[config.mk]
export PLATFORM = sky130hd
export DESIGN_NAME = ssa_age_unit
export DESIGN_NICKNAME = d
export VERILOG_FILES = /design/src/rtl/ssa_pkg.sv /design/src/rtl/ssa_age_unit.sv
export SDC_FILE = /design/constraint.sdc
export NUM_CORES = 1
export LEC_CHECK = 0
export BUFFER_PORTS_ARGS = -buffer_cell sky130_fd_sc_hd__clkbuf_2
export CORE_UTILIZATION = 48
export DETAILED_ROUTE_END_ITERATION = 10
export MAX_ROUTING_LAYER = met4
export PLACE_DENSITY_LB_ADDON = 0.05
export SYNTH_ARGS = -nofsm -noshare
export SYNTH_HDL_FRONTEND = slang
export SYNTH_SLANG_ARGS = --single-unit
[constraint.sdc]
create_clock -name vclk -period 9.3
set_input_delay 1.86 -clock vclk [all_inputs]
set_output_delay 1.86 -clock vclk [all_outputs]
set_load 0.01 [all_outputs]
[src/rtl/ssa_pkg.sv]
`timescale 1ns / 1ps

package ssa_pkg;

    localparam int FUNC_W   = 2;
    localparam int SID_W    = 7;
    localparam int CONN_W   = 16;
    localparam int TIME_W   = 32;
    localparam int STATUS_W = 3;

    localparam logic [FUNC_W-1:0] FUNC_ALLOC   = 2'd0;
    localparam logic [FUNC_W-1:0] FUNC_RELEASE = 2'd1;
    localparam logic [FUNC_W-1:0] FUNC_LOOKUP  = 2'd2;
    localparam logic [FUNC_W-1:0] FUNC_RSVD    = 2'd3;

    localparam logic [STATUS_W-1:0] ST_OK       = 3'd0;
    localparam logic [STATUS_W-1:0] ST_NOSLOT   = 3'd1;
    localparam logic [STATUS_W-1:0] ST_UNLIC    = 3'd2;
    localparam logic [STATUS_W-1:0] ST_NOCONN   = 3'd3;
    localparam logic [STATUS_W-1:0] ST_NOTFOUND = 3'd4;

    localparam logic [CONN_W-1:0] CONN_MAX = 16'hffff;

    localparam logic CFG_MIN_IDLE = 1'b0;
    localparam logic CFG_LICENSED = 1'b1;

    typedef struct packed {
        logic take;     // idle age exceeds the threshold
        logic eldest;   // at least as old as the best so far
    } age_res_t;

endpackage

[src/rtl/ssa_age_unit.sv]
`timescale 1ns / 1ps

module ssa_age_unit
(
    input  logic [ssa_pkg::TIME_W-1:0] now_ms,
    input  logic [ssa_pkg::TIME_W-1:0] free_since,
    input  logic [ssa_pkg::TIME_W-1:0] min_idle,
    input  logic [ssa_pkg::TIME_W-1:0] best_age,
    input  logic                       best_set,
    output logic [ssa_pkg::TIME_W-1:0] age,
    output ssa_pkg::age_res_t          res
);
    import ssa_pkg::*;

    // age wraps modulo 2^32 with the clock
    assign age        = now_ms - free_since;
    assign res.take   = age > min_idle;
    assign res.eldest = !best_set || (age >= best_age);

endmodule

; ---- Word level (Yosys, flattened, before mapping)
; Index checks and enable logic that the tools add are counted.
[totals]
register_bits = 0
in_bits = 129
output_inout_bits = 34
wordCells = 5
[classes]
add_sub_neg = 1
order_cmp = 2
reduce_logical = 2
[op_table]
columns = cell, count
row1 = $ge 32x32->1, 1
row2 = $gt 32x32->1, 1
row3 = $sub 32x32->32, 1
row4 = $logic_not 1->1, 1
row5 = $logic_or 1x1->1, 1

; ---- Logic depth before layout (Yosys ltp)
; Gate-level depths: netlist of run 1.
[depth]
word_depth = 3
depth_mapped = 19
ltp_nobuf = 19

; ---- Least setup slack after synthesis of run 1
; No wires, ideal clock.
[synth_timing]
path_kind = input -> output
startpoint = input port now_ms[0] (netlist bit)
endpoint = output port res[0] (netlist bit)
arrival_time_ps = 5236
required_ps = 7440
slack_ps = 2204
stages = 17
n_path_buf = 0
path_cell_list = inv_1 > ha_1 > inv_1 > fa_1 > a21o_1 > a221oi_2 > o2bb2ai_2 > nand2b_2 > o211ai_2 > a311o_1 > o211a_1 > ha_1 > nand4_1 > nor2_1 > nand2_1 > or4_1 > o21ai_0
[synth_rtl]
columns = element, line_no
row1 = from (decl), ssa_age_unit.sv:5  ; input logic [ssa_pkg::TIME_W-1:0] now_ms,
row2 = to (decl), ssa_age_unit.sv:11  ; output ssa_pkg::age_res_t res

==> run metrics, run 1 <==
Crit Path Class in -> out; Critical Path RT 7.44 ns; Mapped Cells between 400 and 500; Setup TNS 0 ns; CP Max Fanout 4; crit-path cells clkbuf_2, inv_1, ha_1, inv_1, fa_1, a21o_1, a221oi_2, o2bb2ai_2, nand2b_2, o211ai_2, a311o_1, o211a_1, ha_1, nand4_1, nor2_1, nand2_1, or4_1, o21ai_0, clkbuf_2; die width 86.5 um; Peak Freq 132 MHz; worst setup margin 1.71 ns; Synth area leaders ha_1 (35%), inv_1 (11%), a21o_1 (8.5%); Adder-Cell Fraction of Synth Area 35.2%; core area between 6000 and 7000 um^2; final worst path period share 81.6%; die area 7490 um^2; GPL Wtd Cong approximately 0.90; multi-input logic area 3020 um^2; HPWL after DPL 8.71 mm; vias in the first global route 3,564; area share of the leading cell type in the synthesized netlist about 35%; Fill cells about 700; Worst EP arrival 5.73 ns; antenna-violating nets left 0; DRT Pass-1 Iters 4; Reg area 0 um^2; Synth Area in Compound Gates around 30%; RSZ-0062 raised after global routing false; mean routed wirelength per cell around 13 um; Die Y 86.5 um; initial antenna violation count 0; I/O pin count ~160; status complete, no violations; GRT overflow 0; simple-gate area share of the yosys netlist 15.3%; Crit path largest cell delay 0.52 ns; Worst Max-Slew Pin Slew between 0.5 and 0.6 ns; setup violators final 0; vias per cell 5.26; Cell variety after synth 58; number of I/O port buffers 163; post-synth top area cell ha_1; Ys Warns 0; syn nets 708; Initial Utilization 50.2%; max_slew headroom a little over three fifths; Avg Inst Size Synth 7.10 um^2; Post-route DRC 0; Antenna diodes 0; max-slew violations 0; Final #Nets about 870; area grow syn2layout 26.0%; Synth Cell Area 3430 um^2; XOR/XNOR share of the synthesized area 6.89%; first-pass GRT wire length 15.6 mm; largest net degree at the start of global routing 9; leakage power about 0.0027 uW; final hold violations 0; initial drt markers 131; Critical-path top delay cell or4_1; Seq/Total Area, Yosys 0%; Tightest Hold Check Type in -> out; via count between 3,000 and 4,000; Worst setup EP type primary output; hold_buf cts 0; flip-flop and latch count 0; total routed wirelength 9.58 mm; main combinational cell family by area after synthesis adder cells; mux cell area share after synthesis 0%; Pwr Density 87.0 nW/um^2; Max-Cap Viols 0; GRT Total Usage 25.9%; FP Rows 30; post-CTS setup repair buffer count 0; layout cells sized above 1 28.2%; VDD IR max 48.8 uV; clock buf count 0; hold slack 4.14 ns; crit path launch type input port; Setup WS pre-CTS 1.73 ns; post_cts resized 0; fin crit period 7.59 ns
synth_stat cells (2+ instances only):
master	number
a21o_1	39
o211a_1	2
nor2_1	22
nand2_2	2
buf_4	2
a211oi_1	4
o21a_1	5
xor2_1	10
a21oi_1	48
a211o_1	2
o21ai_1	3
and2_1	3
and3_2	3
ha_1	95
inv_1	99
nand3_1	9
a31oi_1	5
o31ai_1	2
nand2_1	29
o211ai_1	2
nand2b_1	3
o21ai_0	17
and3_1	3
nor3_1	3
a21oi_2	3
xnor2_1	17
nor2b_1	5
buf_6	2
nand4_1	14
o21bai_1	2
layout by cell type, fill, tap and decap left out, types with 2 or more instances in the layout:
master / instances
a211o_1: 2
o21ai_0: 17
nand2_2: 2
o21a_1: 5
and3_1: 3
o21bai_1: 2
nor3_1: 3
and2_1: 3
a31oi_1: 5
o31ai_1: 2
a21oi_2: 3
a21o_1: 39
nand3_1: 9
xnor2_1: 17
clkbuf_2: 163
o21ai_1: 3
nand2b_1: 3
and3_2: 3
a21oi_1: 48
xor2_1: 10
ha_1: 95
nand2_1: 29
o211a_1: 2
o211ai_1: 2
nor2_1: 22
a211oi_1: 4
inv_1: 99
nor2b_1: 5
nand4_1: 14
kinds of logic after synthesis:
family | Yosys count
AND/OR/NAND/NOR | 104
XOR/XNOR | 27
adder cells (fa/ha/maj) | 96
buffers and inverters | 104
AO/OA/AOI/OAI | 152
critical path: cells and delay by family:
kind                       cells  cell delay (ns)
AOI/OAI and AO/OA              7             1.60
and+or+nand+nor                5             1.06
adders and majority gates      3             0.86
buffers and inverters          4             0.34
per-stage QoR:
stage,utilization [%],std cells,cell area (um^2),power [uW]
after CTS,63.3,737,4320,377
after floorplan,-,483,3430,256
after global placement,63.3,737,4320,367
after global routing,63.3,737,4320,425
after detailed placement,63.3,737,4320,375
final,63.3,737,4320,376
cell type report:
class | count | share of cell area [%]
inverter | 99 | 8.59
multi-input combinational | 379 | 69.8
tap | 96 | 2.78
timing repair buffer | 163 | 18.9
metal layers:
metal | vias up | GRT usage [%] | wire, um
met5 | - | - | 0
met4 | 0 | 1.36 | 14
met3 | 2 | 1.24 | 425
met2 | 113 | 46.8 | 4570
met1 | 1733 | 33.4 | 4570
li1 | 2025 | - | -
where the power goes:
part | internal [uW] | leakage [uW] | switching, uW
logic | 167 | 0.00272 | 209
clock network | 0 | 0 | 0
registers | 0 | 0 | 0
worst paths after layout:
| kind | from | end | slack (ns) | depth (start not counted) |
|---|---|---|---|---|
| max | now_ms[0] | res[0] | 1.71 | 19 |
| min | free_since[0] | age[0] | 4.14 | 4 |
(Power assumes the default switching activity.)
==> run 2, diff against run 1 <==
clock period = 7.6 ns   (was 9.3 ns; I/O delays follow)
==> run metrics, run 2 (synthesis results as in run 1) <==
commonest non-fill, non-tap cell in the layout clkbuf_2; clock buf count 0; leakage power roughly 0.0027 uW; max_slew headroom 62.8%; mean routed wirelength per cell roughly 13 um; Die Y 86.5 um; CP Max Fanout 4; VDD IR max 60.0 uV; first-pass GRT wire length 15.4 mm; fin crit period 6.91 ns; crit-path cells clkbuf_2, inv_1, ha_1, inv_1, fa_1, a21o_1, a221oi_2, o2bb2ai_2, nand2b_2, o211ai_2, a311o_1, o211a_1, ha_1, nand4_1, nor2_1, nand2_1, or4_1, o21ai_0, clkbuf_2; multi-input logic area 3020 um^2; DRT Pass-1 Iters 4; GRT overflow 0; status complete, no violations; Post-route DRC 0; Reg area 0 um^2; Crit Path Class in -> out; Initial Utilization between 50% and 60%; vias in the first global route 3,580; Hold EP age[0]; via count 3,873; GRT Total Usage between 20% and 30%; RSZ-0062 raised after global routing false; vias per cell 5.26; Setup TNS 0 ns; GPL Wtd Cong about 0.90; Pwr Total 460 uW; Post-Place Cells 737; Fill cells 686; post_cts resized 0; Worst EP arrival 5.39 ns; setup violators final 0; Critical Path RT 6.08 ns; HPWL after DPL 8.75 mm; core area 6830 um^2; die area ~7500 um^2; Final #Nets 868; die width 86.5 um; worst path bufs/invs 4; I/O pin count approximately 160; Antenna diodes 0; crit path launch type input port; hold depth 4; CP delay by family, top compound AO/OA/AOI/OAI gates; Max-Cap Viols 0; Critical-path top delay cell or4_1; area grow syn2layout 26.0%; most frequent cells in the layout clkbuf_2 (163), inv_1 (99), ha_1 (95); largest net degree at the start of global routing 9; FP Rows 30; final worst path period share 90.9%; initial antenna violation count 0; min-delay src free_since[0]; flip-flop and latch count 0; post-CTS setup repair buffer count 0; final std cells w/o fill 737; max-slew violations 0; final hold violations 0; Worst setup EP type primary output; hold slack 3.46 ns; Pwr Density around 110 nW/um^2; total routed wirelength 9.55 mm; number of I/O port buffers 163; layout cells sized above 1 28.2%; Peak Freq 145 MHz; Tightest Hold Check Type in -> out; Crit path largest cell delay 0.52 ns; initial drt markers 84; hold_buf cts 0; Worst Max-Slew Pin Slew 0.550 ns; antenna-violating nets left 0
## run 2: layout make-up
cell class | instances | area share, %
Timing Repair Buffer | 163 | 18.9
Inverter | 99 | 8.59
Tap cell | 96 | 2.78
Multi-Input combinational cell | 379 | 69.8
## run 2: worst max-delay path by stage
stage                   start      to  depth (start not counted)
global route        now_ms[0]  res[0]                         19
detailed placement  now_ms[0]  res[0]                         19
floorplan           now_ms[0]  res[0]                         17
CTS                 now_ms[0]  res[0]                         19
finish              now_ms[0]  res[0]                         19
global placement    now_ms[0]  res[0]                         19
## run 2: per-stage QoR
| stage | util (%) | cell area (um^2) | setup WS (ns) |
|---|---|---|---|
| 6_report | 63.3 | 4320 | 0.694 |
| 5_1_grt | 63.3 | 4320 | 0.474 |
| 3_3_place_gp | 63.3 | 4320 | 0.808 |
| 4_1_cts | 63.3 | 4320 | 0.677 |
| 3_5_place_dp | 63.3 | 4320 | 0.709 |
| 2_1_floorplan | - | 3430 | 1.18 |
## run 2: per-layer routing
layer	global-route usage, %	part of all wire [%]	vias to the layer above
met4	1.21	0.30	0
met2	47.0	48	127
met5	-	0	-
met3	1.52	5.2	2
li1	-	-	2025
met1	32.4	47	1719
## run 2: worst min-delay path: stages
cell	delay, ns
clkbuf_2	0.08
ha_1	0.17
inv_1	0.05
clkbuf_2	0.12
## run 2: power breakdown
part           switching [uW]  leakage [uW]  total (uW)  internal (uW)
Sequential                  0             0           0              0
Combinational             256       0.00272         460            204
Clock                       0             0           0              0
Total                     256       0.00272         460            204
==> run 3, diff against run 2 <==
REMOVE_ABC_BUFFERS = 1   (was default)
==> run metrics, run 3 (synthesis results as in run 1) <==
fin crit period 6.95 ns; GRT overflow 0; crit-path cells clkbuf_2, inv_1, ha_1, inv_1, fa_1, a21o_1, a221oi_2, o2bb2ai_2, nand2b_2, o211ai_2, a311o_1, o211a_1, ha_1, nand4_1, nor2_1, nand2_1, or4_1, o21ai_0, clkbuf_2; post-CTS setup repair buffer count 0; Worst setup EP type primary output; Critical Path RT 6.08 ns; Pwr Density 106 nW/um^2; highest metal used met4; initial antenna violation count 0; Critical-path top delay cell or4_1; GPL Wtd Cong about 0.91; most frequent cells in the layout clkbuf_2 (163), inv_1 (99), ha_1 (95); multi-input logic area 3020 um^2; mean routed wirelength per cell 12.8 um; NetSw 256 uW; Worst EP arrival ~5.4 ns; RSZ-0062 raised after global routing false; CP Max Fanout 4; Pint 204 uW; antenna-violating nets left 0; Post-route DRC 0; Antenna diodes 0; FP Rows 30; Setup WS pre-CTS ~0.73 ns; flip-flop and latch count 0; layout cells sized above 1 between 20% and 30%; worst path bufs/invs 4; worst setup margin 0.650 ns; total routed wirelength ~9.4 mm; Crit Path Class in -> out; met2 wire length roughly 4.3 mm; crit path launch type input port; hold depth 4; Clock power frac 0%; post_cts resized 0; Max-Cap Viols 0; Crit. path cell count 19; max-slew violations 0; leakage power 0.00272 uW; Worst Max-Slew Pin Slew roughly 0.56 ns; VDD IR max 58.8 uV; clock buf count 0; Final #Nets 868; max_slew headroom 62.6%; worst setup path start now_ms[0]; final hold violations 0; setup violators final 0; Reg area 0 um^2; Switching Fraction 55.6%; Fill cells 649; number of I/O port buffers 163; die area 7490 um^2; HPWL after DPL 8.55 mm; via count between 3,000 and 4,000; Hold EP age[0]; die width 86.5 um; min-delay src free_since[0]; CP delay by family, top compound AO/OA/AOI/OAI gates; DRT met1 WL 4.54 mm; vias in the first global route 3,451; largest net degree at the start of global routing 9; routed wl met3 514 um; Tightest Hold Check Type in -> out; Initial Utilization 50.2%; Crit path largest cell delay 0.53 ns; first-pass GRT wire length between 15 and 20 mm; commonest non-fill, non-tap cell in the layout clkbuf_2; area grow syn2layout 26.0%; Reg power frac 0%; hold_buf cts 0; GRT Total Usage between 20% and 30%; Logic pwr share 100.0%; Peak Freq 144 MHz; final worst path period share 91.4%; status complete, no violations; vias per cell 5.24; I/O pin count 163; initial drt markers 147; DRT Pass-1 Iters 5; core area 6830 um^2; Die Y 86.5 um; Setup TNS 0 ns
==> run 3: cell counts in the layout (fill, tap and decap cells not counted) <==
Identical to the previous run, type by type.
==> run 3: worst max path at each step <==
stage,to
after floorplan,res[0]
after global placement,res[0]
after detailed placement,res[0]
after CTS,res[0]
after global routing,res[0]
final,res[0]
==> run 3: metal layers <==
metal  vias up  GRT usage (%)
met5         -              -
met4         0           2.27
met3         8          0.476
met2       144           42.6
met1      1684           34.1
li1       2023              -
==> run 3: power by group through the flow <==
stage               Clock, uW  Combinational (uW)  Sequential [uW]
floorplan                   0                 309                0
global placement            0                 451                0
detailed placement          0                 457                0
CTS                         0                 460                0
global route                0                 518                0
finish                      0                 460                0
==> run 3: cell type report <==
class                           instances  share of cell area [%]
Inverter                               99                    8.59
Multi-Input combinational cell        379                    69.8
Timing Repair Buffer                  163                    18.9
Tap cell                               96                    2.78
==> run 3: stage by stage <==
step / instances / util [%] / instance area, um^2 / total power (uW) / hold slack, ns
3_3_place_gp: 737 / 63.3 / 4320 / 451 / 3.44
4_1_cts: 737 / 63.3 / 4320 / 460 / 3.45
3_5_place_dp: 737 / 63.3 / 4320 / 457 / 3.44
2_1_floorplan: 478 / - / 3390 / 309 / 3.24
5_1_grt: 737 / 63.3 / 4320 / 518 / 3.46
6_report: 737 / 63.3 / 4320 / 460 / 3.43
